### config.mk
export PLATFORM = sky130hd
export DESIGN_NAME = sd_card_init_sequencer_top
export DESIGN_NICKNAME = d
export VERILOG_FILES = /design/src/sdi_pkg.sv /design/src/sd_card_init_sequencer_top.sv
export SDC_FILE = /design/constraint.sdc
export NUM_CORES = 1
export LEC_CHECK = 0
export ABC_AREA = 1
export BUFFER_PORTS_ARGS = -buffer_cell sky130_fd_sc_hd__buf_2
export CELL_PAD_IN_SITES_DETAIL_PLACEMENT = 0
export CELL_PAD_IN_SITES_GLOBAL_PLACEMENT = 2
export CORE_MARGIN = 4
export CORE_UTILIZATION = 32
export DETAILED_ROUTE_END_ITERATION = 10
export HOLD_SLACK_MARGIN = 0.03
export PLACE_DENSITY = 0.88
export SLEW_MARGIN = 20
export SYNTH_ARGS = -nofsm -noshare
export SYNTH_HDL_FRONTEND = slang
export SYNTH_SLANG_ARGS = --single-unit
export TNS_END_PERCENT = 50
### constraint.sdc
create_clock -name clock -period 4.1 [get_ports clock]
set_input_delay 0.615 -clock clock [delete_from_list [all_inputs] [get_ports clock]]
set_output_delay 0.615 -clock clock [all_outputs]
set_load 0.1 [all_outputs]
### src/sdi_pkg.sv
// ----------------------------------------------------------------------------
// sdi_pkg
// Types and constants for the SD card native-mode init sequencer.
// ----------------------------------------------------------------------------
package sdi_pkg;

   // sequencer phases
   typedef enum logic [3:0] {
      PH_IDLE      = 4'd0,
      PH_GO_IDLE   = 4'd1,
      PH_IF_COND   = 4'd2,
      PH_APP_OP    = 4'd3,
      PH_OP_COND   = 4'd4,
      PH_CID       = 4'd5,
      PH_RCA       = 4'd6,
      PH_SELECT    = 4'd7,
      PH_APP_BUS   = 4'd8,
      PH_BUS_WIDTH = 4'd9,
      PH_BLOCKLEN  = 4'd10,
      PH_DONE      = 4'd11,
      PH_FAILED    = 4'd12
   } phase_type;

   // result actions
   typedef enum logic [2:0] {
      ACT_SEND = 3'd0,
      ACT_WAIT = 3'd1,
      ACT_SLOW = 3'd2,
      ACT_WIDE = 3'd3,
      ACT_FAST = 3'd4,
      ACT_DONE = 3'd5,
      ACT_FAIL = 3'd6
   } action_type;

   // response kinds
   localparam logic [1:0] RK_NONE    = 2'd0;
   localparam logic [1:0] RK_CHECKED = 2'd1;
   localparam logic [1:0] RK_NOCRC   = 2'd2;
   localparam logic [1:0] RK_LONG    = 2'd3;

   // input command codes
   localparam logic CMD_START   = 1'b0;
   localparam logic CMD_OUTCOME = 1'b1;

   // outcome codes
   localparam logic [1:0] OUT_OK  = 2'd0;
   localparam logic [1:0] OUT_CRC = 2'd1;

   // configuration register indexes
   localparam logic [1:0] CSR_RESET_ATTEMPTS  = 2'd0;
   localparam logic [1:0] CSR_OP_COND_RETRIES = 2'd1;
   localparam logic [1:0] CSR_VOLTAGE_WINDOW  = 2'd2;
   localparam logic [1:0] CSR_BLOCK_LENGTH    = 2'd3;

   // configuration reset values
   localparam logic [7:0]  RESET_ATTEMPTS_RST  = 8'd74;
   localparam logic [9:0]  OP_COND_RETRIES_RST = 10'd1000;
   localparam logic [8:0]  VOLTAGE_WINDOW_RST  = 9'h1FF;
   localparam logic [11:0] BLOCK_LENGTH_RST    = 12'd512;

   // SD command indexes
   localparam logic [5:0] SD_CMD0   = 6'd0;
   localparam logic [5:0] SD_CMD2   = 6'd2;
   localparam logic [5:0] SD_CMD3   = 6'd3;
   localparam logic [5:0] SD_ACMD6  = 6'd6;
   localparam logic [5:0] SD_CMD7   = 6'd7;
   localparam logic [5:0] SD_CMD8   = 6'd8;
   localparam logic [5:0] SD_CMD16  = 6'd16;
   localparam logic [5:0] SD_ACMD41 = 6'd41;
   localparam logic [5:0] SD_CMD55  = 6'd55;

   // arguments and response bits
   localparam logic [31:0] IF_COND_ARG  = 32'h0000_01AA;
   localparam logic [7:0]  IF_COND_ECHO = 8'hAA;
   localparam logic [31:0] WIDE_BUS_ARG = 32'd2;
   localparam int          HCS_POS      = 30;
   localparam int          OCR_BUSY_POS = 31;
   localparam int          OCR_CCS_POS  = 30;

   // results caused by one item: up to three actions, at most one send
   typedef struct packed {
      logic [1:0]  n;
      action_type  act0;
      action_type  act1;
      action_type  act2;
      logic [5:0]  cmd_index;
      logic [31:0] cmd_arg;
      logic [1:0]  rkind;
      logic        cap;
      logic [15:0] addr;
   } bundle_type;

endpackage

### src/sd_card_init_sequencer_top.sv
// ----------------------------------------------------------------------------
// sd_card_init_sequencer_top
// SD card native-mode bring-up sequencer: start or command outcome in, next
// actions (send command, wait, bus width, clock, done, failed) out.
// ----------------------------------------------------------------------------
// An item (start or command outcome) is decided in the cycle it is accepted:
// the phase logic updates the card state and writes all of the item's results
// (one to three) as one entry into a two-entry result queue; an outcome in
// the idle, done or failed phase has no results and writes nothing. The
// first result is presented once the entry is registered and earlier entries
// have left; the rest follow one per cycle while rsp_ready is high. Items overlap
// with the results of earlier items; the output port sets the sustained rate
// (one item per cycle when each has a single result and rsp_ready stays high).
// req_ready drops only when both queue entries hold undelivered results.
module sd_card_init_sequencer_top (
   input  logic        clock,
   input  logic        reset,
   // configuration
   input  logic        csr_we,
   input  logic [1:0]  csr_index,
   input  logic [11:0] csr_wdata,
   // input items
   input  logic        req_valid,
   output logic        req_ready,
   input  logic        req_command,
   input  logic [1:0]  req_outcome,
   input  logic [31:0] req_response_word,
   // result items
   output logic        rsp_valid,
   input  logic        rsp_ready,
   output logic [2:0]  rsp_action,
   output logic [5:0]  rsp_cmd_index,
   output logic [31:0] rsp_cmd_argument,
   output logic [1:0]  rsp_response_kind,
   output logic        rsp_high_capacity,
   output logic [15:0] rsp_card_address,
   output logic        rsp_last
);

   // configuration registers
   logic [7:0]  ra_ff;
   logic [9:0]  ocr_ff;
   logic [8:0]  vw_ff;
   logic [11:0] bl_ff;

   // card state
   sdi_pkg::phase_type phase_ff, phase_in;
   logic [9:0]  attempt_ff, attempt_in;
   logic        v2_ff, v2_in;
   logic        cap_ff, cap_in;
   logic [15:0] rca_ff, rca_in;

   // result queue
   sdi_pkg::bundle_type ent_ff [2];
   sdi_pkg::bundle_type bnd;
   sdi_pkg::bundle_type head;
   logic        wr_ff, rd_ff;
   logic [1:0]  count_ff;
   logic [1:0]  sub_ff;
   logic        accept, push, pop;
   logic        ok, answered;
   sdi_pkg::action_type act;

   always_ff @(posedge clock) begin
      if (reset) begin
         ra_ff  <= sdi_pkg::RESET_ATTEMPTS_RST;
         ocr_ff <= sdi_pkg::OP_COND_RETRIES_RST;
         vw_ff  <= sdi_pkg::VOLTAGE_WINDOW_RST;
         bl_ff  <= sdi_pkg::BLOCK_LENGTH_RST;
      end else if (csr_we) begin
         case (csr_index)
            sdi_pkg::CSR_RESET_ATTEMPTS:  ra_ff  <= csr_wdata[7:0];
            sdi_pkg::CSR_OP_COND_RETRIES: ocr_ff <= csr_wdata[9:0];
            sdi_pkg::CSR_VOLTAGE_WINDOW:  vw_ff  <= csr_wdata[8:0];
            sdi_pkg::CSR_BLOCK_LENGTH:    bl_ff  <= csr_wdata[11:0];
            default: ;
         endcase
      end
   end

   assign accept   = req_valid && req_ready;
   assign ok       = (req_outcome == sdi_pkg::OUT_OK);
   assign answered = ok || (req_outcome == sdi_pkg::OUT_CRC);

   // phase logic: next card state and the results of this item
   always_comb begin
      phase_in   = phase_ff;
      attempt_in = attempt_ff;
      v2_in      = v2_ff;
      cap_in     = cap_ff;
      rca_in     = rca_ff;
      bnd        = '0;
      if (req_command == sdi_pkg::CMD_START) begin
         attempt_in    = 10'd1;
         v2_in         = 1'b0;
         cap_in        = 1'b0;
         rca_in        = '0;
         bnd.n         = 2'd2;
         bnd.act0      = sdi_pkg::ACT_SLOW;
         bnd.act1      = sdi_pkg::ACT_SEND;
         bnd.cmd_index = sdi_pkg::SD_CMD0;
         bnd.rkind     = sdi_pkg::RK_NONE;
         phase_in      = sdi_pkg::PH_GO_IDLE;
      end else begin
         // default arm of each phase below but IF_COND: fail
         case (phase_ff)
            sdi_pkg::PH_GO_IDLE: begin
               bnd.n = 2'd1;
               if (ok) begin
                  bnd.cmd_index = sdi_pkg::SD_CMD8;
                  bnd.cmd_arg   = sdi_pkg::IF_COND_ARG;
                  bnd.rkind     = sdi_pkg::RK_NOCRC;
                  phase_in      = sdi_pkg::PH_IF_COND;
               end else if (attempt_ff < {2'b00, ra_ff}) begin
                  attempt_in    = attempt_ff + 10'd1;
                  bnd.cmd_index = sdi_pkg::SD_CMD0;
                  bnd.rkind     = sdi_pkg::RK_NONE;
               end else begin
                  bnd.act0 = sdi_pkg::ACT_FAIL;
                  phase_in = sdi_pkg::PH_FAILED;
               end
            end
            sdi_pkg::PH_IF_COND: begin
               v2_in         = answered && (req_response_word[7:0] == sdi_pkg::IF_COND_ECHO);
               attempt_in    = 10'd1;
               bnd.n         = 2'd1;
               bnd.cmd_index = sdi_pkg::SD_CMD55;
               bnd.rkind     = sdi_pkg::RK_CHECKED;
               phase_in      = sdi_pkg::PH_APP_OP;
            end
            sdi_pkg::PH_APP_OP: begin
               bnd.n = 2'd1;
               if (ok) begin
                  bnd.cmd_index                   = sdi_pkg::SD_ACMD41;
                  bnd.cmd_arg[23:15]              = vw_ff;
                  bnd.cmd_arg[sdi_pkg::HCS_POS]   = v2_ff;
                  bnd.rkind                       = sdi_pkg::RK_NOCRC;
                  phase_in                        = sdi_pkg::PH_OP_COND;
               end else begin
                  bnd.act0 = sdi_pkg::ACT_FAIL;
                  phase_in = sdi_pkg::PH_FAILED;
               end
            end
            sdi_pkg::PH_OP_COND: begin
               bnd.n = 2'd1;
               if (answered && req_response_word[sdi_pkg::OCR_BUSY_POS]) begin
                  cap_in        = v2_ff && req_response_word[sdi_pkg::OCR_CCS_POS];
                  bnd.cmd_index = sdi_pkg::SD_CMD2;
                  bnd.rkind     = sdi_pkg::RK_LONG;
                  phase_in      = sdi_pkg::PH_CID;
               end else if (answered && (attempt_ff < ocr_ff)) begin
                  // card still busy: wait, poll again
                  attempt_in    = attempt_ff + 10'd1;
                  bnd.n         = 2'd2;
                  bnd.act0      = sdi_pkg::ACT_WAIT;
                  bnd.act1      = sdi_pkg::ACT_SEND;
                  bnd.cmd_index = sdi_pkg::SD_CMD55;
                  bnd.rkind     = sdi_pkg::RK_CHECKED;
                  phase_in      = sdi_pkg::PH_APP_OP;
               end else begin
                  bnd.act0 = sdi_pkg::ACT_FAIL;
                  phase_in = sdi_pkg::PH_FAILED;
               end
            end
            sdi_pkg::PH_CID: begin
               bnd.n = 2'd1;
               if (answered) begin
                  bnd.cmd_index = sdi_pkg::SD_CMD3;
                  bnd.rkind     = sdi_pkg::RK_CHECKED;
                  phase_in      = sdi_pkg::PH_RCA;
               end else begin
                  bnd.act0 = sdi_pkg::ACT_FAIL;
                  phase_in = sdi_pkg::PH_FAILED;
               end
            end
            sdi_pkg::PH_RCA: begin
               bnd.n = 2'd1;
               if (ok) begin
                  rca_in        = req_response_word[31:16];
                  bnd.cmd_index = sdi_pkg::SD_CMD7;
                  bnd.cmd_arg   = {req_response_word[31:16], 16'h0000};
                  bnd.rkind     = sdi_pkg::RK_CHECKED;
                  phase_in      = sdi_pkg::PH_SELECT;
               end else begin
                  bnd.act0 = sdi_pkg::ACT_FAIL;
                  phase_in = sdi_pkg::PH_FAILED;
               end
            end
            sdi_pkg::PH_SELECT: begin
               bnd.n = 2'd1;
               if (ok) begin
                  bnd.cmd_index = sdi_pkg::SD_CMD55;
                  bnd.cmd_arg   = {rca_ff, 16'h0000};
                  bnd.rkind     = sdi_pkg::RK_CHECKED;
                  phase_in      = sdi_pkg::PH_APP_BUS;
               end else begin
                  bnd.act0 = sdi_pkg::ACT_FAIL;
                  phase_in = sdi_pkg::PH_FAILED;
               end
            end
            sdi_pkg::PH_APP_BUS: begin
               bnd.n = 2'd1;
               if (ok) begin
                  bnd.cmd_index = sdi_pkg::SD_ACMD6;
                  bnd.cmd_arg   = sdi_pkg::WIDE_BUS_ARG;
                  bnd.rkind     = sdi_pkg::RK_CHECKED;
                  phase_in      = sdi_pkg::PH_BUS_WIDTH;
               end else begin
                  bnd.act0 = sdi_pkg::ACT_FAIL;
                  phase_in = sdi_pkg::PH_FAILED;
               end
            end
            sdi_pkg::PH_BUS_WIDTH: begin
               if (!ok) begin
                  bnd.n    = 2'd1;
                  bnd.act0 = sdi_pkg::ACT_FAIL;
                  phase_in = sdi_pkg::PH_FAILED;
               end else if (cap_ff) begin
                  // high capacity: no block length command
                  bnd.n    = 2'd3;
                  bnd.act0 = sdi_pkg::ACT_WIDE;
                  bnd.act1 = sdi_pkg::ACT_FAST;
                  bnd.act2 = sdi_pkg::ACT_DONE;
                  phase_in = sdi_pkg::PH_DONE;
               end else begin
                  bnd.n         = 2'd2;
                  bnd.act0      = sdi_pkg::ACT_WIDE;
                  bnd.act1      = sdi_pkg::ACT_SEND;
                  bnd.cmd_index = sdi_pkg::SD_CMD16;
                  bnd.cmd_arg   = {20'h00000, bl_ff};
                  bnd.rkind     = sdi_pkg::RK_CHECKED;
                  phase_in      = sdi_pkg::PH_BLOCKLEN;
               end
            end
            sdi_pkg::PH_BLOCKLEN: begin
               if (ok) begin
                  bnd.n    = 2'd2;
                  bnd.act0 = sdi_pkg::ACT_FAST;
                  bnd.act1 = sdi_pkg::ACT_DONE;
                  phase_in = sdi_pkg::PH_DONE;
               end else begin
                  bnd.n    = 2'd1;
                  bnd.act0 = sdi_pkg::ACT_FAIL;
                  phase_in = sdi_pkg::PH_FAILED;
               end
            end
            default: ; // idle, done, failed: outcome ignored
         endcase
      end
      bnd.cap  = cap_in;
      bnd.addr = rca_in;
   end

   // card state registers
   always_ff @(posedge clock) begin
      if (reset) begin
         phase_ff   <= sdi_pkg::PH_IDLE;
         attempt_ff <= '0;
         v2_ff      <= 1'b0;
         cap_ff     <= 1'b0;
         rca_ff     <= '0;
      end else if (accept) begin
         phase_ff   <= phase_in;
         attempt_ff <= attempt_in;
         v2_ff      <= v2_in;
         cap_ff     <= cap_in;
         rca_ff     <= rca_in;
      end
   end

   // result queue control
   assign head      = ent_ff[rd_ff];
   assign req_ready = (count_ff != 2'd2);
   assign rsp_valid = (count_ff != 2'd0);
   assign push      = accept && (bnd.n != 2'd0);
   assign rsp_last  = (sub_ff == (head.n - 2'd1));
   assign pop       = rsp_valid && rsp_ready && rsp_last;

   always_ff @(posedge clock) begin
      if (reset) begin
         wr_ff    <= 1'b0;
         rd_ff    <= 1'b0;
         count_ff <= '0;
         sub_ff   <= '0;
      end else begin
         if (push) wr_ff <= ~wr_ff;
         if (pop)  rd_ff <= ~rd_ff;
         count_ff <= count_ff + {1'b0, push} - {1'b0, pop};
         if (pop) begin
            sub_ff <= '0;
         end else if (rsp_valid && rsp_ready) begin
            sub_ff <= sub_ff + 2'd1;
         end
      end
   end

   // queue payload
   always_ff @(posedge clock) begin
      if (push) ent_ff[wr_ff] <= bnd;
   end

   // pick the current result out of the head entry
   always_comb begin
      case (sub_ff)
         2'd0:    act = head.act0;
         2'd1:    act = head.act1;
         default: act = head.act2;
      endcase
   end

   assign rsp_action        = act;
   assign rsp_cmd_index     = (act == sdi_pkg::ACT_SEND) ? head.cmd_index : '0;
   assign rsp_cmd_argument  = (act == sdi_pkg::ACT_SEND) ? head.cmd_arg : '0;
   assign rsp_response_kind = (act == sdi_pkg::ACT_SEND) ? head.rkind : sdi_pkg::RK_NONE;
   assign rsp_high_capacity = (act == sdi_pkg::ACT_DONE) && head.cap;
   assign rsp_card_address  = head.addr;

   // checks
   a_count_bound: assert property (@(posedge clock) disable iff (reset)
      count_ff != 2'd3)
      else $error("result queue count out of range");

   a_start_results: assert property (@(posedge clock) disable iff (reset)
      (accept && (req_command == sdi_pkg::CMD_START)) |=> rsp_valid)
      else $error("start item produced no result");

   a_last_rewinds: assert property (@(posedge clock) disable iff (reset)
      (rsp_valid && rsp_ready && rsp_last) |=> (sub_ff == 2'd0))
      else $error("result index not rewound after last result");

   a_quiet_fields: assert property (@(posedge clock) disable iff (reset)
      (rsp_valid && (rsp_action != sdi_pkg::ACT_SEND)) |->
         ((rsp_cmd_index == 6'd0) && (rsp_cmd_argument == 32'd0)))
      else $error("command fields set on a non-send result");

endmodule
==> impl_metrics.env <==
export IMPL_clock_fmax_mhz=276
export IMPL_maxSlewHeadroom_pct=37.1
export IMPL_ys_seq_area_share_pct=55.1
export IMPL_antennaDiodeCount=0
export IMPL_core_area_um2=29600
export IMPL_io_buffers=105
export IMPL_cp_max_fo=37
export IMPL_tritoncts="built"
export IMPL_final_max_slew_violation_count=0
export IMPL_clock_latency_ps=520
export IMPL_vias_per_cell=4.70
export IMPL_syn2layout_area_growth_pct=23.2
export IMPL_ys_types=42
export IMPL_synth_warnings=0
export IMPL_vdd_drop_max_uv=281
export IMPL_fin_worst_skew_ps=23.6
export IMPL_io_pin_count=117
export IMPL_grt_use_total_pct=15.0
export IMPL_synth_avg_cell_area_um2=8.60
export IMPL_whs_ps=391
export IMPL_wl_mm=25.4
export IMPL_layout_min_cycle_time_ps=3630
export IMPL_rsz0062_at_grt="no"
export IMPL_leakage_uw=0.00497
export IMPL_synth_area_leaders="edfxtp_1 (39%), dfxtp_1 (16%), nand2_1 (12%)"
export IMPL_slowest_delay_ps=520
export IMPL_drtAntennaViolNets=0
export IMPL_synth_edf_count=124
export IMPL_dieArea_um2=32800
export IMPL_grt_max_degree=66
export IMPL_fin_crit_sh_pct=88.5
export IMPL_vias=7593
export IMPL_status="complete, no violations"
export IMPL_drc=0
export IMPL_reg2reg_slack_ps=1250
export IMPL_path_class="reg -> out"
export IMPL_cts_sinks=202
export IMPL_worstPathRequired_ps=3480
export IMPL_path_clk_slew_ps=60
export IMPL_grt_pass1_wl_mm=39.9
export IMPL_worst_pin_slew_ps=941
export IMPL_grt_pass1_vias=7152
export IMPL_final_layout_size_suffix_gt1_share_pct=15.9
export IMPL_ys_ff_latch=202
export IMPL_fill_cells=2966
export IMPL_setup_viol=0
export IMPL_cts_root_buf="clkbuf_16"
export IMPL_fp_dieH_um=181
export IMPL_routedWlPerCell_um=15.7
export IMPL_final_nets=1284
export IMPL_drtIter0Drc=481
export IMPL_cap_violations=0
export IMPL_rows=63
export IMPL_crit_chain="clkinv_1, o21ai_0, o22ai_1, nor2_1, nand2_2, a21oi_1, buf_12"
export IMPL_final_hold_violation_count=0
export IMPL_firstDrtPassIters=5
export IMPL_antenna_found_initial=0
export IMPL_netlist_area_um2=9590
export IMPL_synthCells=1114
export IMPL_crit_path_top_delay_cell="a21oi_1"
export IMPL_gp_routability_congestion=0.874
export IMPL_p_per_area_nw_per_um2=640
export IMPL_yosys_top_cells_count="nand2_1 (316), edfxtp_1 (124), inv_1 (117)"
export IMPL_worst_setup_path_end_kind="primary output"
export IMPL_crit_arrival_ps=3010
export IMPL_numCtsBuffers=23
export IMPL_dpl_hpwl_mm=17.7
export IMPL_grt_overflow=0
export IMPL_htreeDepth=1
export IMPL_yosys_most_used_dff="edfxtp_1"
export IMPL_postCtsSetupBuffers=0
export IMPL_cts_path_max_buffers=3
export IMPL_cts_resized=0
export IMPL_start_util_pct=32.4
export IMPL_worst_setup_path_start_kind="flip-flop"
export IMPL_synth_most_common_cell="nand2_1"
export IMPL_postCtsHoldBufs=0
export IMPL_p_total_uw=7560
export IMPL_synth_top_area_share_pct=38.8
export IMPL_yosysTopAreaCell="edfxtp_1"
export IMPL_die_w_um=181
export IMPL_min_path_type="in -> reg"
export IMPL_async_flop_share_pct=0
==> stage by stage <==
| stage | cell area [um^2] | utilization [%] | TNS [ps] | setup WS (ps) | instances |
|---|---|---|---|---|---|
| 6_report | 11800 | 40.0 | 0 | 472 | 1615 |
| 5_1_grt | 11800 | 40.0 | 0 | 171 | 1615 |
| 4_1_cts | 11800 | 39.9 | 0 | 400 | 1615 |
| 3_5_place_dp | 11100 | 37.5 | 0 | 950 | 1574 |
| 3_3_place_gp | 11100 | 37.5 | 0 | 957 | 1574 |
| 2_1_floorplan | 9600 | - | -37190 | -600 | 1116 |
==> layer usage <==
metal | vias up | part of all wire (%) | global-route usage, %
met3 | 20 | 4.8 | 2.44
li1 | 3877 | - | -
met2 | 159 | 46 | 24.7
met4 | 0 | 1.2 | 2.73
met5 | - | 0 | 0
met1 | 3537 | 47 | 21.3
==> registers in the layout, summed over array words and instances (netlist names), named ones only <==
register	flops
sub_ff	2
attempt_ff	10
rca_ff	16
rd_ff	1
v2_ff	1
vw_ff	9
ra_ff	8
wr_ff	1
ocr_ff	10
phase_ff	4
bl_ff	12
ent_ff	124
cap_ff	1
count_ff	2
==> path summary, 6_finish.rpt <==
kind / from / cells after the start / to
hold reg to reg: vw_ff[4] / 2 / vw_ff[4]
hold / removal: csr_wdata[9] / 3 / bl_ff[9]
setup reg to reg: phase_ff[1] / 7 / ent_ff[1][64]
setup / recovery: flip-flop / 7 / rsp_cmd_argument[8]
==> report_power, final <==
part	switching [uW]	leakage, uW	internal, uW	total [uW]
Clock	823	0.000350	1150	1980
Sequential	119	0.00182	2430	2550
Combinational	2280	0.00280	759	3040
==> worst max-delay path: cells and delay by family, from the launching register on <==
| kind | cells | cell delay [ps] |
|---|---|---|
| compound gates | 3 | 840 |
| buf+inv | 2 | 500 |
| flops | 1 | 430 |
| simple gates | 2 | 720 |
==> layout make-up <==
class / instances / area (um^2) / share of cell area (%)
clock buffer: 24 / 579 / 4.91
sequential: 202 / 5290 / 44.8
timing repair buffer: 116 / 1210 / 10.2
clock inverter: 17 / 145 / 1.23
multi-input combinational: 739 / 3620 / 30.7
inverter: 127 / 480 / 4.07
tap: 390 / 488 / 4.13
==> cells in the final DEF (no fill, tap or decap), types with 3 or more instances in the layout <==
master	instances
nor2_4	6
buf_4	10
dfxtp_1	77
nand2_1	316
nand3_2	3
o211ai_1	18
nor3_2	3
nor3b_1	3
nor2_2	5
inv_1	115
o21ai_0	65
ha_1	21
nor3_1	17
inv_2	7
clkinv_2	5
buf_2	66
or2_2	4
nand4_1	7
edfxtp_1	124
a21oi_1	105
a21oi_2	3
buf_12	40
xor2_1	3
nand2_2	3
nor2_1	76
clkbuf_16	23
clkinv_1	8
nand3_1	61
conb_1	3
==> kinds of logic after synthesis <==
group	synth area share, %
compound gates	11.1
fa+ha+maj	2.74
xor+xnor	0.274
buf+inv	7.38
simple gates	23.3
other cells	0.0391
flops	55.1
No activity file was read; power rests on OpenSTA's default activity.
